<file path="src/rtl/mlps_pkg.sv">
// mlps_pkg: shared widths, item codes, datapath control struct and the sigmoid table
// for the two-layer perceptron block. No dependencies.

package mlps_pkg;

	// default network shape
	localparam int INPUT_NODES_DEF  = 8;
	localparam int HIDDEN_NODES_DEF = 8;
	localparam int OUTPUT_NODES_DEF = 4;
	localparam int MAX_RESULTS      = 4;

	// item field widths
	localparam int KIND_W = 2;
	localparam int ROW_W  = 4;
	localparam int COL_W  = 3;
	localparam int VAL_W  = 16;
	localparam int IDX_W  = 2;
	localparam int ACT_W  = 13;

	// operand widths of the multiplier
	localparam int OPA_W  = 17;
	localparam int PROD_W = OPA_W + VAL_W;

	// one in Q1.12 and as a Q4.12 operand (bias row input)
	localparam logic [ACT_W-1:0]        ONE_Q12   = ACT_W'(4096);
	localparam logic signed [OPA_W-1:0] ONE_OPA   = OPA_W'(4096);

	typedef enum logic [KIND_W-1:0] {
		KIND_HIDDEN_WEIGHT = 2'd0,
		KIND_OUTPUT_WEIGHT = 2'd1,
		KIND_FEATURE       = 2'd2
	} kind_t;

	// control from the sequencer to the mac unit
	typedef struct packed {
		logic issue;   // operands valid this cycle
		logic clear;   // start a new node sum
	} mac_ctrl_t;

	// sigmoid table: entry k is the sigmoid at the midpoint of bin k, bins of 1/16 over [-8,8)
	typedef logic [255:0][ACT_W-1:0] sig_tab_t;

	localparam logic [63:0] EXP_STEP_Q32 = 64'd4162825044;

	function automatic sig_tab_t build_sig_table();
		sig_tab_t    tab;
		logic [63:0] e;
		logic [63:0] den;
		logic [63:0] rem;
		logic [44:0] num;
		logic [44:0] quo;
		int          n;
		int          b;
		int          k;
		tab = '0;
		e   = 64'd1 << 32;
		for (n = 1; n <= 255; n++) begin
			e = (e * EXP_STEP_Q32 + 64'h8000_0000) >> 32;
			if (n % 2 == 1) begin
				den = (64'd1 << 32) + e;
				num = 45'((64'd1 << 44) + (den >> 1));
				rem = '0;
				quo = '0;
				// rounded reciprocal by shift and subtract
				for (b = 44; b >= 0; b--) begin
					rem = {rem[62:0], num[b]};
					if (rem >= den) begin
						rem    = rem - den;
						quo[b] = 1'b1;
					end
				end
				k = 128 + (n - 1) / 2;
				tab[k] = quo[ACT_W-1:0];
			end
		end
		// lower half by symmetry
		for (k = 0; k < 128; k++) begin
			tab[k] = ONE_Q12 - tab[255-k];
		end
		return tab;
	endfunction

	localparam sig_tab_t SIG_TABLE = build_sig_table();

endpackage

</file>
<file path="src/rtl/mlps_in_if.sv">
// mlps_in_if: input channel carrying weight writes and feature items.
// Depends on mlps_pkg for field widths.

interface mlps_in_if import mlps_pkg::*; ();
	logic                    valid;
	logic                    ready;
	logic [KIND_W-1:0]       kind;
	logic [ROW_W-1:0]        row_index;
	logic [COL_W-1:0]        col_index;
	logic signed [VAL_W-1:0] value;
	logic                    last_feature;

	modport source (
		output valid, kind, row_index, col_index, value, last_feature,
		input  ready
	);

	modport sink (
		input  valid, kind, row_index, col_index, value, last_feature,
		output ready
	);
endinterface

</file>
<file path="src/rtl/mlps_out_if.sv">
// mlps_out_if: result channel carrying one output node activation per transfer.
// Depends on mlps_pkg for field widths.

interface mlps_out_if import mlps_pkg::*; ();
	logic             valid;
	logic             ready;
	logic [IDX_W-1:0] output_index;
	logic [ACT_W-1:0] activation;
	logic             last_output;

	modport source (
		output valid, output_index, activation, last_output,
		input  ready
	);

	modport sink (
		input  valid, output_index, activation, last_output,
		output ready
	);
endinterface

</file>
<file path="src/rtl/mlps_mac.sv">
// mlps_mac: registered multiplier, node accumulator and saturating sigmoid lookup.
// Depends on mlps_pkg (mac_ctrl_t, SIG_TABLE, operand widths).

module mlps_mac import mlps_pkg::*; #(
	parameter int ACC_W = 36
) (
	input  logic                    clk,
	input  logic                    arst_n,
	input  mac_ctrl_t               ctrl,
	input  logic signed [OPA_W-1:0] opa,
	input  logic signed [VAL_W-1:0] opw,
	output logic [ACT_W-1:0]        sig
);

	logic signed [PROD_W-1:0] prod_s2;
	logic                     prod_vld_s2;
	logic signed [ACC_W-1:0]  acc_q;
	logic [ACC_W-28:0]        acc_hi;
	logic                     in_range;
	logic [7:0]               sig_idx;

	// product stage
	always_ff @(posedge clk or negedge arst_n) begin
		if (!arst_n) begin
			prod_vld_s2 <= 1'b0;
		end else begin
			prod_vld_s2 <= ctrl.issue;
		end
	end

	always_ff @(posedge clk) begin
		prod_s2 <= opa * opw;
	end

	// node accumulator in Q.24
	always_ff @(posedge clk) begin
		if (ctrl.clear) begin
			acc_q <= '0;
		end else if (prod_vld_s2) begin
			acc_q <= acc_q + {{(ACC_W-PROD_W){prod_s2[PROD_W-1]}}, prod_s2};
		end
	end

	// saturate to [-8,8) and pick the 1/16 bin
	assign acc_hi   = acc_q[ACC_W-1:27];
	assign in_range = (&acc_hi) | (~|acc_hi);

	always_comb begin
		if (in_range) begin
			sig_idx = {~acc_q[27], acc_q[26:20]};
		end else if (acc_q[ACC_W-1]) begin
			sig_idx = 8'd0;
		end else begin
			sig_idx = 8'd255;
		end
	end

	assign sig = SIG_TABLE[sig_idx];

endmodule

</file>
<file path="src/rtl/mlp_sigmoid_inference.sv">
// mlp_sigmoid_inference: top level of the two-layer perceptron forward pass, with the
// microcode sequencer, weight, feature and hidden activation memories.
// Depends on mlps_pkg, mlps_in_if, mlps_out_if and mlps_mac.

// Weight items (hidden or output layer, bias in the highest row) and feature items
// are taken one per cycle while the block is idle. A feature item marked last starts
// a pass that the microcode runs on a single multiply-accumulate unit: each node takes
// one setup step, one multiply-accumulate per source row plus one for the bias, two
// steps to empty the multiplier and one sigmoid step; a final step ends the pass. The
// sigmoid step of an output node waits while the result sink holds off a result.
// Results leave through an output register, one per output node for at most
// MAX_RESULTS (four) output nodes, the last one marked. No items are taken during a
// pass. Missing features of a short pattern count as zero; the feature count clears
// when the pass ends.

module mlp_sigmoid_inference import mlps_pkg::*; #(
	parameter int INPUT_NODES  = INPUT_NODES_DEF,
	parameter int HIDDEN_NODES = HIDDEN_NODES_DEF,
	parameter int OUTPUT_NODES = OUTPUT_NODES_DEF
) (
	input  logic      clk,
	input  logic      arst_n,
	mlps_in_if.sink   items,
	mlps_out_if.source results
);

	localparam int RES_CNT   = (OUTPUT_NODES < MAX_RESULTS) ? OUTPUT_NODES : MAX_RESULTS;
	localparam int MAX_ROWS  = (INPUT_NODES > HIDDEN_NODES) ? INPUT_NODES : HIDDEN_NODES;
	localparam int HW_DEPTH  = (INPUT_NODES + 1) * HIDDEN_NODES;
	localparam int OW_DEPTH  = (HIDDEN_NODES + 1) * OUTPUT_NODES;
	localparam int HW_AW     = $clog2(HW_DEPTH);
	localparam int OW_AW     = $clog2(OW_DEPTH);
	localparam int WA_W      = (HW_AW > OW_AW) ? HW_AW : OW_AW;
	localparam int ROWC_W    = $clog2(MAX_ROWS + 1);
	localparam int FB_AW     = (INPUT_NODES > 1) ? $clog2(INPUT_NODES) : 1;
	localparam int HA_AW     = (HIDDEN_NODES > 1) ? $clog2(HIDDEN_NODES) : 1;
	localparam int CNT_W     = $clog2(INPUT_NODES + 1);
	localparam int NODE_CAP0 = (HIDDEN_NODES > RES_CNT) ? HIDDEN_NODES : RES_CNT;
	localparam int NODE_CAP  = (NODE_CAP0 > 2) ? NODE_CAP0 : 2;
	localparam int NODE_W    = $clog2(NODE_CAP);
	localparam int ACC_W     = PROD_W - 2 + $clog2(MAX_ROWS + 2) + 1;

	// microcode
	localparam int STEP_W = 4;

	typedef enum logic [2:0] {
		C_NEXT  = 3'd0,
		C_JUMP  = 3'd1,
		C_START = 3'd2,
		C_ROWS  = 3'd3,
		C_NODES = 3'd4
	} cond_t;

	typedef struct packed {
		logic              wait_in;  // take items
		logic              setup;    // start a node: rows from zero, clear the sum
		logic              mac;      // issue one row
		logic              layer;    // 0 hidden, 1 output
		logic              act_hid;  // store hidden activation
		logic              act_out;  // load result register
		logic              done;     // end of pass
		cond_t             cond;
		logic [STEP_W-1:0] target;
	} ctrl_word_t;

	localparam logic [STEP_W-1:0] STEP_IDLE    = 4'd0;
	localparam logic [STEP_W-1:0] STEP_H_SETUP = 4'd1;
	localparam logic [STEP_W-1:0] STEP_H_MAC   = 4'd2;
	localparam logic [STEP_W-1:0] STEP_H_DRN1  = 4'd3;
	localparam logic [STEP_W-1:0] STEP_H_DRN2  = 4'd4;
	localparam logic [STEP_W-1:0] STEP_H_ACT   = 4'd5;
	localparam logic [STEP_W-1:0] STEP_O_SETUP = 4'd6;
	localparam logic [STEP_W-1:0] STEP_O_MAC   = 4'd7;
	localparam logic [STEP_W-1:0] STEP_O_DRN1  = 4'd8;
	localparam logic [STEP_W-1:0] STEP_O_DRN2  = 4'd9;
	localparam logic [STEP_W-1:0] STEP_O_ACT   = 4'd10;
	localparam logic [STEP_W-1:0] STEP_DONE    = 4'd11;

	function automatic ctrl_word_t ucode(input logic [STEP_W-1:0] step);
		ctrl_word_t w;
		w        = '0;
		w.cond   = C_NEXT;
		w.target = STEP_IDLE;
		unique case (step)
			STEP_IDLE: begin
				w.wait_in = 1'b1;
				w.cond    = C_START;
			end
			STEP_H_SETUP: w.setup = 1'b1;
			STEP_H_MAC: begin
				w.mac  = 1'b1;
				w.cond = C_ROWS;
			end
			STEP_H_DRN1, STEP_H_DRN2: ;
			STEP_H_ACT: begin
				w.act_hid = 1'b1;
				w.cond    = C_NODES;
				w.target  = STEP_H_SETUP;
			end
			STEP_O_SETUP: begin
				w.setup = 1'b1;
				w.layer = 1'b1;
			end
			STEP_O_MAC: begin
				w.mac   = 1'b1;
				w.layer = 1'b1;
				w.cond  = C_ROWS;
			end
			STEP_O_DRN1, STEP_O_DRN2: w.layer = 1'b1;
			STEP_O_ACT: begin
				w.act_out = 1'b1;
				w.layer   = 1'b1;
				w.cond    = C_NODES;
				w.target  = STEP_O_SETUP;
			end
			STEP_DONE: begin
				w.done   = 1'b1;
				w.cond   = C_JUMP;
				w.target = STEP_IDLE;
			end
			default: begin
				w.cond   = C_JUMP;
				w.target = STEP_IDLE;
			end
		endcase
		return w;
	endfunction

	// sequencer state
	logic [STEP_W-1:0] pc_q;
	logic [STEP_W-1:0] pc_d;
	ctrl_word_t        cw;
	logic [NODE_W-1:0] node_q;
	logic [ROWC_W-1:0] row_q;
	logic [WA_W-1:0]   waddr_q;
	logic [CNT_W-1:0]  count_q;

	// memories
	logic signed [VAL_W-1:0] hw_mem [HW_DEPTH];
	logic signed [VAL_W-1:0] ow_mem [OW_DEPTH];
	logic signed [VAL_W-1:0] fb_mem [INPUT_NODES];
	logic [ACT_W-1:0]        ha_mem [HIDDEN_NODES];

	// operand fetch stage
	logic signed [VAL_W-1:0] hw_rd_s1;
	logic signed [VAL_W-1:0] ow_rd_s1;
	logic signed [VAL_W-1:0] fb_rd_s1;
	logic [ACT_W-1:0]        ha_rd_s1;
	logic                    issue_s1;
	logic                    layer_s1;
	logic                    bias_s1;
	logic                    zero_s1;

	// result register
	logic             out_vld_q;
	logic [IDX_W-1:0] out_idx_q;
	logic [ACT_W-1:0] out_act_q;
	logic             out_last_q;

	logic                    take;
	logic                    start;
	logic                    hw_wr;
	logic                    ow_wr;
	logic                    fb_wr;
	logic [HW_AW-1:0]        hw_wa;
	logic [OW_AW-1:0]        ow_wa;
	logic                    row_last;
	logic                    node_last;
	logic                    out_busy;
	logic                    stall;
	logic [NODE_W+IDX_W-1:0] node_ext;
	logic signed [OPA_W-1:0] opa;
	logic signed [VAL_W-1:0] opw;
	logic [ACT_W-1:0]        sig;
	mac_ctrl_t               mac_ctrl;

	assign cw = ucode(pc_q);

	// item transfer decode
	assign take  = items.valid && items.ready;
	assign start = take && (items.kind == KIND_FEATURE) && items.last_feature;
	assign hw_wr = take && (items.kind == KIND_HIDDEN_WEIGHT)
		&& (int'(items.row_index) <= INPUT_NODES) && (int'(items.col_index) < HIDDEN_NODES);
	assign ow_wr = take && (items.kind == KIND_OUTPUT_WEIGHT)
		&& (int'(items.row_index) <= HIDDEN_NODES) && (int'(items.col_index) < OUTPUT_NODES);
	assign fb_wr = take && (items.kind == KIND_FEATURE) && (int'(count_q) < INPUT_NODES);
	assign hw_wa = HW_AW'(int'(items.row_index) * HIDDEN_NODES + int'(items.col_index));
	assign ow_wa = OW_AW'(int'(items.row_index) * OUTPUT_NODES + int'(items.col_index));

	assign items.ready = cw.wait_in;

	// loop conditions
	assign row_last  = int'(row_q) == (cw.layer ? HIDDEN_NODES : INPUT_NODES);
	assign node_last = int'(node_q) == (cw.layer ? RES_CNT - 1 : HIDDEN_NODES - 1);
	assign out_busy  = out_vld_q && !results.ready;
	assign stall     = cw.act_out && out_busy;

	// next step
	always_comb begin
		pc_d = pc_q;
		unique case (cw.cond)
			C_NEXT:  pc_d = pc_q + STEP_W'(1);
			C_JUMP:  pc_d = cw.target;
			C_START: pc_d = start ? pc_q + STEP_W'(1) : pc_q;
			C_ROWS:  pc_d = row_last ? pc_q + STEP_W'(1) : pc_q;
			C_NODES: begin
				if (stall) begin
					pc_d = pc_q;
				end else if (node_last) begin
					pc_d = pc_q + STEP_W'(1);
				end else begin
					pc_d = cw.target;
				end
			end
			default: pc_d = STEP_IDLE;
		endcase
	end

	// sequencer counters
	always_ff @(posedge clk or negedge arst_n) begin
		if (!arst_n) begin
			pc_q    <= STEP_IDLE;
			node_q  <= '0;
			row_q   <= '0;
			waddr_q <= '0;
			count_q <= '0;
		end else begin
			pc_q <= pc_d;
			if (cw.setup) begin
				row_q   <= '0;
				waddr_q <= WA_W'(node_q);
			end else if (cw.mac) begin
				row_q   <= row_q + ROWC_W'(1);
				waddr_q <= waddr_q + WA_W'(cw.layer ? OUTPUT_NODES : HIDDEN_NODES);
			end
			if (cw.cond == C_NODES && !stall) begin
				node_q <= node_last ? '0 : node_q + NODE_W'(1);
			end
			if (cw.done) begin
				count_q <= '0;
			end else if (fb_wr) begin
				count_q <= count_q + CNT_W'(1);
			end
		end
	end

	// memory writes
	always_ff @(posedge clk) begin
		if (hw_wr) begin
			hw_mem[hw_wa] <= items.value;
		end
		if (ow_wr) begin
			ow_mem[ow_wa] <= items.value;
		end
		if (fb_wr) begin
			fb_mem[count_q[FB_AW-1:0]] <= items.value;
		end
		if (cw.act_hid) begin
			ha_mem[node_q[HA_AW-1:0]] <= sig;
		end
	end

	// operand reads, registered
	always_ff @(posedge clk) begin
		if (cw.mac && !cw.layer) begin
			hw_rd_s1 <= hw_mem[waddr_q[HW_AW-1:0]];
		end
		if (cw.mac && cw.layer) begin
			ow_rd_s1 <= ow_mem[waddr_q[OW_AW-1:0]];
		end
		if (cw.mac && !cw.layer && int'(row_q) < INPUT_NODES) begin
			fb_rd_s1 <= fb_mem[row_q[FB_AW-1:0]];
		end
		if (cw.mac && cw.layer && int'(row_q) < HIDDEN_NODES) begin
			ha_rd_s1 <= ha_mem[row_q[HA_AW-1:0]];
		end
		layer_s1 <= cw.layer;
		bias_s1  <= row_last;
		zero_s1  <= int'(row_q) >= int'(count_q);
	end

	always_ff @(posedge clk or negedge arst_n) begin
		if (!arst_n) begin
			issue_s1 <= 1'b0;
		end else begin
			issue_s1 <= cw.mac;
		end
	end

	// operand select: bias row takes one, unfilled features read as zero
	always_comb begin
		if (bias_s1) begin
			opa = ONE_OPA;
		end else if (layer_s1) begin
			opa = OPA_W'(ha_rd_s1);
		end else if (zero_s1) begin
			opa = '0;
		end else begin
			opa = OPA_W'(fb_rd_s1);
		end
	end

	assign opw = layer_s1 ? ow_rd_s1 : hw_rd_s1;

	assign mac_ctrl.issue = issue_s1;
	assign mac_ctrl.clear = cw.setup;

	mlps_mac #(
		.ACC_W (ACC_W)
	) u_mac (
		.clk    (clk),
		.arst_n (arst_n),
		.ctrl   (mac_ctrl),
		.opa    (opa),
		.opw    (opw),
		.sig    (sig)
	);

	// result register
	assign node_ext = {{IDX_W{1'b0}}, node_q};

	always_ff @(posedge clk or negedge arst_n) begin
		if (!arst_n) begin
			out_vld_q <= 1'b0;
		end else if (cw.act_out && !out_busy) begin
			out_vld_q <= 1'b1;
		end else if (results.ready) begin
			out_vld_q <= 1'b0;
		end
	end

	always_ff @(posedge clk) begin
		if (cw.act_out && !out_busy) begin
			out_idx_q  <= node_ext[IDX_W-1:0];
			out_act_q  <= sig;
			out_last_q <= node_last;
		end
	end

	assign results.valid        = out_vld_q;
	assign results.output_index = out_idx_q;
	assign results.activation   = out_act_q;
	assign results.last_output  = out_last_q;

endmodule

</file>
<file path="src/flat_wrapper.sv">
// flat-port wrapper written by rule: the top's interface ports become plain ports
module mlp_sigmoid_inference_flat import mlps_pkg::*;
#(
	parameter int INPUT_NODES  = INPUT_NODES_DEF,
	parameter int HIDDEN_NODES = HIDDEN_NODES_DEF,
	parameter int OUTPUT_NODES = OUTPUT_NODES_DEF
)
  (clk, arst_n, items_valid, items_kind, items_row_index, items_col_index, items_value, items_last_feature, items_ready, results_valid, results_output_index, results_activation, results_last_output, results_ready);
  mlps_in_if items_i ();
  mlps_out_if results_i ();
  input  logic clk;
  input  logic arst_n;
  input wire logic [$bits(items_i.valid)-1:0] items_valid;
  input wire logic [$bits(items_i.kind)-1:0] items_kind;
  input wire logic [$bits(items_i.row_index)-1:0] items_row_index;
  input wire logic [$bits(items_i.col_index)-1:0] items_col_index;
  input wire logic [$bits(items_i.value)-1:0] items_value;
  input wire logic [$bits(items_i.last_feature)-1:0] items_last_feature;
  output wire logic [$bits(items_i.ready)-1:0] items_ready;
  output wire logic [$bits(results_i.valid)-1:0] results_valid;
  output wire logic [$bits(results_i.output_index)-1:0] results_output_index;
  output wire logic [$bits(results_i.activation)-1:0] results_activation;
  output wire logic [$bits(results_i.last_output)-1:0] results_last_output;
  input wire logic [$bits(results_i.ready)-1:0] results_ready;
  assign items_i.valid = items_valid;
  assign items_i.kind = items_kind;
  assign items_i.row_index = items_row_index;
  assign items_i.col_index = items_col_index;
  assign items_i.value = items_value;
  assign items_i.last_feature = items_last_feature;
  assign items_ready = items_i.ready;
  assign results_valid = results_i.valid;
  assign results_output_index = results_i.output_index;
  assign results_activation = results_i.activation;
  assign results_last_output = results_i.last_output;
  assign results_i.ready = results_ready;
  mlp_sigmoid_inference #(.INPUT_NODES(INPUT_NODES), .HIDDEN_NODES(HIDDEN_NODES), .OUTPUT_NODES(OUTPUT_NODES)) u_core (.clk(clk), .arst_n(arst_n), .items(items_i), .results(results_i));
endmodule
</file>
<file path="config.mk">
export PLATFORM = sky130hd
export DESIGN_NAME = mlp_sigmoid_inference_flat
export DESIGN_NICKNAME = d
export VERILOG_FILES = /design/src/rtl/mlps_pkg.sv /design/src/rtl/mlps_in_if.sv /design/src/rtl/mlps_out_if.sv /design/src/rtl/mlps_mac.sv /design/src/rtl/mlp_sigmoid_inference.sv /design/src/flat_wrapper.sv
export SDC_FILE = /design/constraint.sdc
export NUM_CORES = 2
export LEC_CHECK = 0
export BUFFER_PORTS_ARGS = -buffer_cell sky130_fd_sc_hd__buf_4
export CORE_MARGIN = 2
export CORE_UTILIZATION = 55
export DETAILED_ROUTE_END_ITERATION = 12
export MAX_ROUTING_LAYER = met4
export PLACE_DENSITY = 0.71
export RECOVER_POWER = 100
export SYNTH_ARGS = -nofsm -noshare
export SYNTH_HDL_FRONTEND = slang
export SYNTH_SLANG_ARGS = --single-unit
</file>
<file path="constraint.sdc">
create_clock -name clk -period 9.9 [get_ports clk]
set_input_delay 1.485 -clock clk [delete_from_list [all_inputs] [get_ports clk]]
set_output_delay 1.485 -clock clk [all_outputs]
set_load 0.05 [all_outputs]
</file>
* Word level (Yosys, flattened, before mapping) *
Memory sizes are Yosys's and may differ from the RTL's. A register that Yosys moved wholly into a read port is not among the register bits.
Cells that the tools add are included.

storage, ports and cells
  register bits after elaboration = 113
  RAM bits = 1960
  ROM bits = 3328
  bits of input ports = 30
  output and inout bits = 18
  memories = 5

memories
  memory           depth  width  read ports  clocked after memory_dff  write ports  line                          source
  (no name shown)  256    13     1           0                         0            mlps_mac.sv:58                assign sig = SIG_TABLE[sig_idx];
  u_core.hw_mem    72     16     1           1                         1            mlp_sigmoid_inference.sv:139  logic signed [VAL_W-1:0] hw_mem [HW_DEPTH];
  u_core.ow_mem    36     16     1           1                         1            mlp_sigmoid_inference.sv:140  logic signed [VAL_W-1:0] ow_mem [OW_DEPTH];
  u_core.fb_mem    8      16     1           1                         1            mlp_sigmoid_inference.sv:141  logic signed [VAL_W-1:0] fb_mem [INPUT_NODES];
  u_core.ha_mem    8      13     1           1                         1            mlp_sigmoid_inference.sv:142  logic [ACT_W-1:0] ha_mem [HIDDEN_NODES];

cells by class
  $add $sub $neg = 8
  $mul = 1
  $lt $le $gt $ge = 6
  eq/ne operators = 22
  muxes and demuxes = 40
  bitwise operators = 2
  reductions and logical operators = 36

operators with widths
  kind                                                                   number
  17-bit two-way mux                                                     3
  36-bit adder                                                           1
  4-bit two-way mux                                                      9
  17-bit by 16-bit multiplier with 33-bit output                         1
  4-bit by 32-bit equality test with 1-bit output                        1
  4-bit equality test, second input constant                             5
  4-bit one-hot mux with 5 select lines                                  1
  1-bit logical AND                                                      17
  1-bit two-way mux                                                      17
  4-bit by 3-bit equality test with 1-bit output, second input constant  4
  16-bit two-way mux                                                     1
  8-bit two-way mux                                                      2
  7-bit two-way mux                                                      2
  13-bit two-way mux                                                     1
  4-bit by 1-bit adder with 4-bit output, second input constant          3
  3-bit one-hot mux with 4 select lines                                  1
  8-bit by 9-bit < comparator with 1-bit output, second input constant   1
  9-bit AND reduction                                                    1
  9-bit OR reduction                                                     1
  4-bit by 2-bit equality test with 1-bit output, second input constant  2
  4-bit < comparator, second input constant                              2
  7-bit by 3-bit adder with 7-bit output                                 1
  7-bit adder                                                            1
  6-bit by 3-bit adder with 6-bit output                                 1
  other kinds (25)                                                       36

* Longest topological paths before layout *
  depth after elaboration = 8
  depth in mapped cells = 28

* Hierarchy *
Synthesis repeated with hierarchy kept, for this count alone.

unflattened totals
  cells, all modules = 5813
  area total of the unflattened synthesis = 96864.2 µm²

modules (own cells, without submodules)
  module                 times used  cells an instance  area each (µm²)  sequential area each (µm²)
  mlp_sigmoid_inference  1           3749               79829.1          61829.3
  mlps_mac               1           2064               17035.1          1406.3

* Worst setup path after synthesis *
OpenSTA, ideal clock, no wires.

  path type = flip-flop to flip-flop
  start point = register u_core.layer_s1
  end point = register u_core.u_mac.prod_s2[31]
  arrival = 7275 ps
  path slack = 2553 ps
  stages on the path, launching flop included = 26
  period minus slack after synthesis = 7347 ps
  cell sequence = dfxtp_1 -> clkbuf_1 -> buf_1 -> buf_1 -> nand2_1 -> a21oi_1 -> nand2_1 -> fa_1 -> fa_1 -> fa_1 -> fa_1 -> inv_1 -> fa_1 -> inv_1 -> fa_1 -> inv_1 -> ha_1 -> inv_1 -> o21bai_1 -> a211o_1 -> a221o_1 -> a31oi_1 -> nor2_1 -> a221o_1 -> a21oi_1 -> xnor2_1

on the way
  cells in the longest elaborated chain, start to end = 3
  elaborated cells on any way between the ends = 4

RTL lines
  item                                                line                          source
  start, declared                                     mlp_sigmoid_inference.sv:150  logic layer_s1;
  start signal, assigned                              mlp_sigmoid_inference.sv:277  layer_s1 <= cw.layer;
  17-bit two-way mux                                  mlp_sigmoid_inference.sv:294  end else if (layer_s1) begin
  17-bit two-way mux                                  mlp_sigmoid_inference.sv:292  if (bias_s1) begin
  17-bit by 16-bit multiplier with 33-bit output (*)  mlps_mac.sv:32                prod_s2 <= opa * opw;
  end signal, assigned                                mlps_mac.sv:32
  end, declared                                       mlps_mac.sv:15                logic signed [PROD_W-1:0] prod_s2;

Mark *: on every way between the ends. The rest lies on a longest branch, timed or not.
A chain may end at the register's enable or synchronous reset.

* Worst setup path after layout *
  start point = register u_core.layer_s1
  end point = register u_core.u_mac.prod_s2[32]

Same word-level chain as after synthesis.

==> flow_summary.json <==
{
  "status": "complete, but fails checks",
  "violations": "capacitance limit, slew limit",
  "clkPwrFrac": 0.439,
  "cts_hold_buf": 0,
  "route.detailed.wl_per_inst_microns": 28.7,
  "synthToLayoutAreaGrowth_pct": 10.5,
  "drive_gt1_frac": 0.178,
  "grtUsageTotal": 0.273,
  "switching_share": 0.199,
  "seq_area_frac_synth": 0.661,
  "rsz0062_at_grt": "no",
  "crit_required_ns": 10.56,
  "syn_inst": 5398,
  "grt_pass1_wl_mm": 340,
  "port-buffer-count": 46,
  "routed_wl_mm": 231,
  "slowest_delay_ns": 1.66,
  "cts-root-buf": "clkbuf_16",
  "place_area_sq_um": 99100,
  "syn_avg_cell_area_sq_um": 17.6,
  "synthArstFlopShare": 0.0118,
  "syn_nets": 5847,
  "crit_path_end": "u_core.u_mac.prod_s2[32]",
  "layout.cells.non_filler": 8075,
  "gr-total-overflow": 0,
  "fin_setup_tns_ns": 0,
  "power_mw": 17.8,
  "max_cap_viol_count": 54,
  "r2r_end": "u_core.u_mac.prod_s2[32]",
  "synth_xor_area_frac": 0.00607,
  "setup_violations": 0,
  "insertion_delay_ns": 0.86,
  "drt-vias-per-instance": 6.30,
  "synth_edf_count": 2027,
  "worstPathMaxFanout": 39,
  "synth_top_area_frac": 0.639,
  "ir_drop_uv": 207,
  "yosysTopAreaCell": "edfxtp_1",
  "synthFlopType": "edfxtp_1",
  "drt-initial-drc-count": 5988,
  "cts_tree": "built",
  "cts_setup_buffers": 0,
  "numCtsBuffers": 204,
  "layout_common_cells": "2027 x edfxtp_1, 600 x mux4_2, 396 x nor2_1, 329 x inv_1, 309 x nand2_1",
  "slew_headroom": -2.55,
  "path_buf_inv": 3,
  "hold_path_class": "register to register",
  "start_util": 0.554,
  "yosysWarnings": 0,
  "ant_nets": 0,
  "ys_types": 84,
  "antenna_found_initial": 6,
  "path_cells": "nand2_1 > a21oi_1 > nand2_1 > fa_1 > fa_1 > fa_1 > inv_1 > fa_1 > fa_1 > inv_1 > fa_1 > inv_1 > ha_1 > a21o_1 > a21o_1 > a21o_1 > a311oi_1 > o21ba_2 > nor3_1 > o21ai_0 > a31oi_1 > xnor2_1",
  "synth_area_sq_um": 95200,
  "pwr-share-comb": 0.009,
  "critical_path.top_delay_family": "adder cells",
  "place_ws_ns": 2.00,
  "crit_top_cell": "fa_1",
  "p_leak_nw": 35.9,
  "hpwl_mm": 143,
  "min_period_ns": 8.81,
  "p_switching_mw": 3.54,
  "final_nets": 6036,
  "path_class": "register to register",
  "critPathArrivalTime_ns": 9.47,
  "cts_buffer_depth": 3,
  "synth_top_family_by_area": "multiplexers",
  "die_h_microns": 420,
  "endpoint_kind": "register",
  "synthMuxAreaShare": 0.154,
  "synth-compound-area-share": 0.0365,
  "cp-start-kind": "register",
  "cts.sinks": 2124,
  "critPathLaunch": "u_core.layer_s1",
  "grt_max_degree": 118,
  "min_from": "u_core.issue_s1",
  "grt_pass1_vias": 50400,
  "rows": 152,
  "worst-path-stages": 22,
  "dp_cells": 7691,
  "cp_slowest_cell": "dfxtp_1",
  "seq_power_share": 0.552,
  "fin_util": 0.612,
  "intPower_mw": 14.3,
  "core_area_sq_um": 172000,
  "ys_ff_latch": 2124,
  "r2r_slack_ns": 1.09,
  "io_pins": 48,
  "powerDensity_nw_per_um2": 169,
  "fmax_mhz": 114,
  "cts-htree-levels": 4,
  "layout_commonest_cell": "edfxtp_1",
  "firstDrtPassIters": 6,
  "hold_slack_ns": 0.368,
  "design_area_sq_um": 105000,
  "synthAdderAreaFrac": 0.0763,
  "rr_worst_depth": 22,
  "die_x_microns": 420,
  "cts_resized": 0,
  "max_slew.worst_pin.slew_ns": 5.32,
  "die_area_sq_um": 176000,
  "gp_routability_congestion": 0.949,
  "min_period_over_period": 0.890,
  "synthTopCellsByArea": "edfxtp_1 64%, mux4_2 14%, fa_1 5.7%",
  "finalHoldViolCount": 0,
  "layout_setup_ws_ns": 1.09,
  "worst_clock_skew_ns": 0.0788,
  "timing.rr.start": "u_core.layer_s1",
  "drv_slew": 2458,
  "clk_pin_slew_worst_paths_ns": 0.07,
  "remaining_drc_errors": 0,
  "vias": 50900,
  "synthSimpleGateAreaFrac": 0.0423
}
==> sequential cells by signal (all words and copies together) (netlist names), 2 cells and up <==
name and flops:
u_core.hw_mem 1152, u_core.fb_mem 128, u_core.u_mac.acc_q 36, u_core.count_q 4, u_core.ha_rd_s1 12, u_core.ha_mem 96, u_core.u_mac.prod_s2 33, u_core.results.activation 12
u_core.row_q 4, u_core.results.output_index 2, u_core.hw_rd_s1 16, u_core.ow_rd_s1 16, u_core.waddr_q 7, u_core.fb_rd_s1 16, u_core.ow_mem 576, u_core.node_q 3
u_core.pc_q 4
==> logic make-up (layout without fill, tap and decap cells) <==
family,count (synthesis),count (layout)
buffers and inverters,598,957
DFF,2124,2124
AOI/OAI and AO/OA,545,545
xor gates and xnor gates,66,66
other,1,9
and+or+nand+nor,936,936
adders and majority gates,419,419
muxes,709,709
==> layout make-up <==
type	count	area, sq um
fillers	12300	66600
flip-flops and latches	2124	63000
multi-input cells	2676	30000
clock buffers	234	5280
well taps	2310	2890
clock inverters	142	1530
inverters	332	1250
repair buffers	249	1230
diodes	8	20.0
==> Yosys cell counts, types with 9 or more instances <==
master / n
nand4_1: 15
and3_1: 9
buf_1: 53
mux2_2: 38
edfxtp_1: 2027
o21ai_0: 122
mux2i_1: 71
dfxtp_1: 72
a221oi_1: 13
nor2_1: 400
nand2_1: 309
nand3_1: 53
o221ai_1: 9
ha_1: 150
fa_1: 269
o21a_1: 18
nor3_1: 45
and2_1: 12
o211ai_1: 14
a21o_1: 54
buf_2: 25
nand2b_1: 23
inv_1: 329
mux4_2: 600
clkbuf_1: 185
o22ai_1: 12
a21oi_1: 170
xor2_1: 20
a31oi_1: 24
xnor2_1: 46
o21bai_1: 9
dfrtp_1: 25
nor2b_1: 19
a211oi_1: 18
==> worst register-to-register path, stage by stage, from the launching register on <==
cell and delay, ns:
dfxtp_1 1.66, nand2_1 0.25, a21oi_1 0.85, nand2_1 0.18, fa_1 0.60, fa_1 0.49
fa_1 0.55, inv_1 0.05, fa_1 0.53, fa_1 0.50, inv_1 0.05, fa_1 0.47
inv_1 0.04, ha_1 0.36, a21o_1 0.21, a21o_1 0.18, a21o_1 0.19, a311oi_1 0.54
o21ba_2 0.28, nor3_1 0.08, o21ai_0 0.30, a31oi_1 0.16, xnor2_1 0.16
==> metal layers <==
layer  part of all wire  up-vias  global-route usage
met5                  0        -                   -
met4              0.029        0              0.0819
met3              0.081      392              0.0476
met2               0.48     2314               0.417
met1               0.41    26800               0.383
li1                   -    21400                   -
==> worst min path at each step <==
stage | to | slack (ns) | cells after the start
floorplan | u_core.u_mac.prod_vld_s2 | 0.33 | 0
global placement | u_core.u_mac.prod_vld_s2 | 0.35 | 0
detailed placement | u_core.u_mac.prod_vld_s2 | 0.35 | 0
CTS | u_core.u_mac.prod_vld_s2 | 0.36 | 0
global route | u_core.u_mac.prod_vld_s2 | 0.38 | 0
finish | u_core.u_mac.prod_vld_s2 | 0.37 | 0
==> power groups by stage <==
| stage | logic (mW) | clock network [mW] | registers [mW] |
|---|---|---|---|
| finish | 0.159 | 7.82 | 9.84 |
| floorplan | 0.0127 | 0 | 10.0 |
| global placement | 0.153 | 0 | 10.0 |
| global route | 0.171 | 8.28 | 9.84 |
| detailed placement | 0.165 | 0 | 10.0 |
| CTS | 0.165 | 7.94 | 9.82 |
No activity file was read; power rests on OpenSTA's default activity.
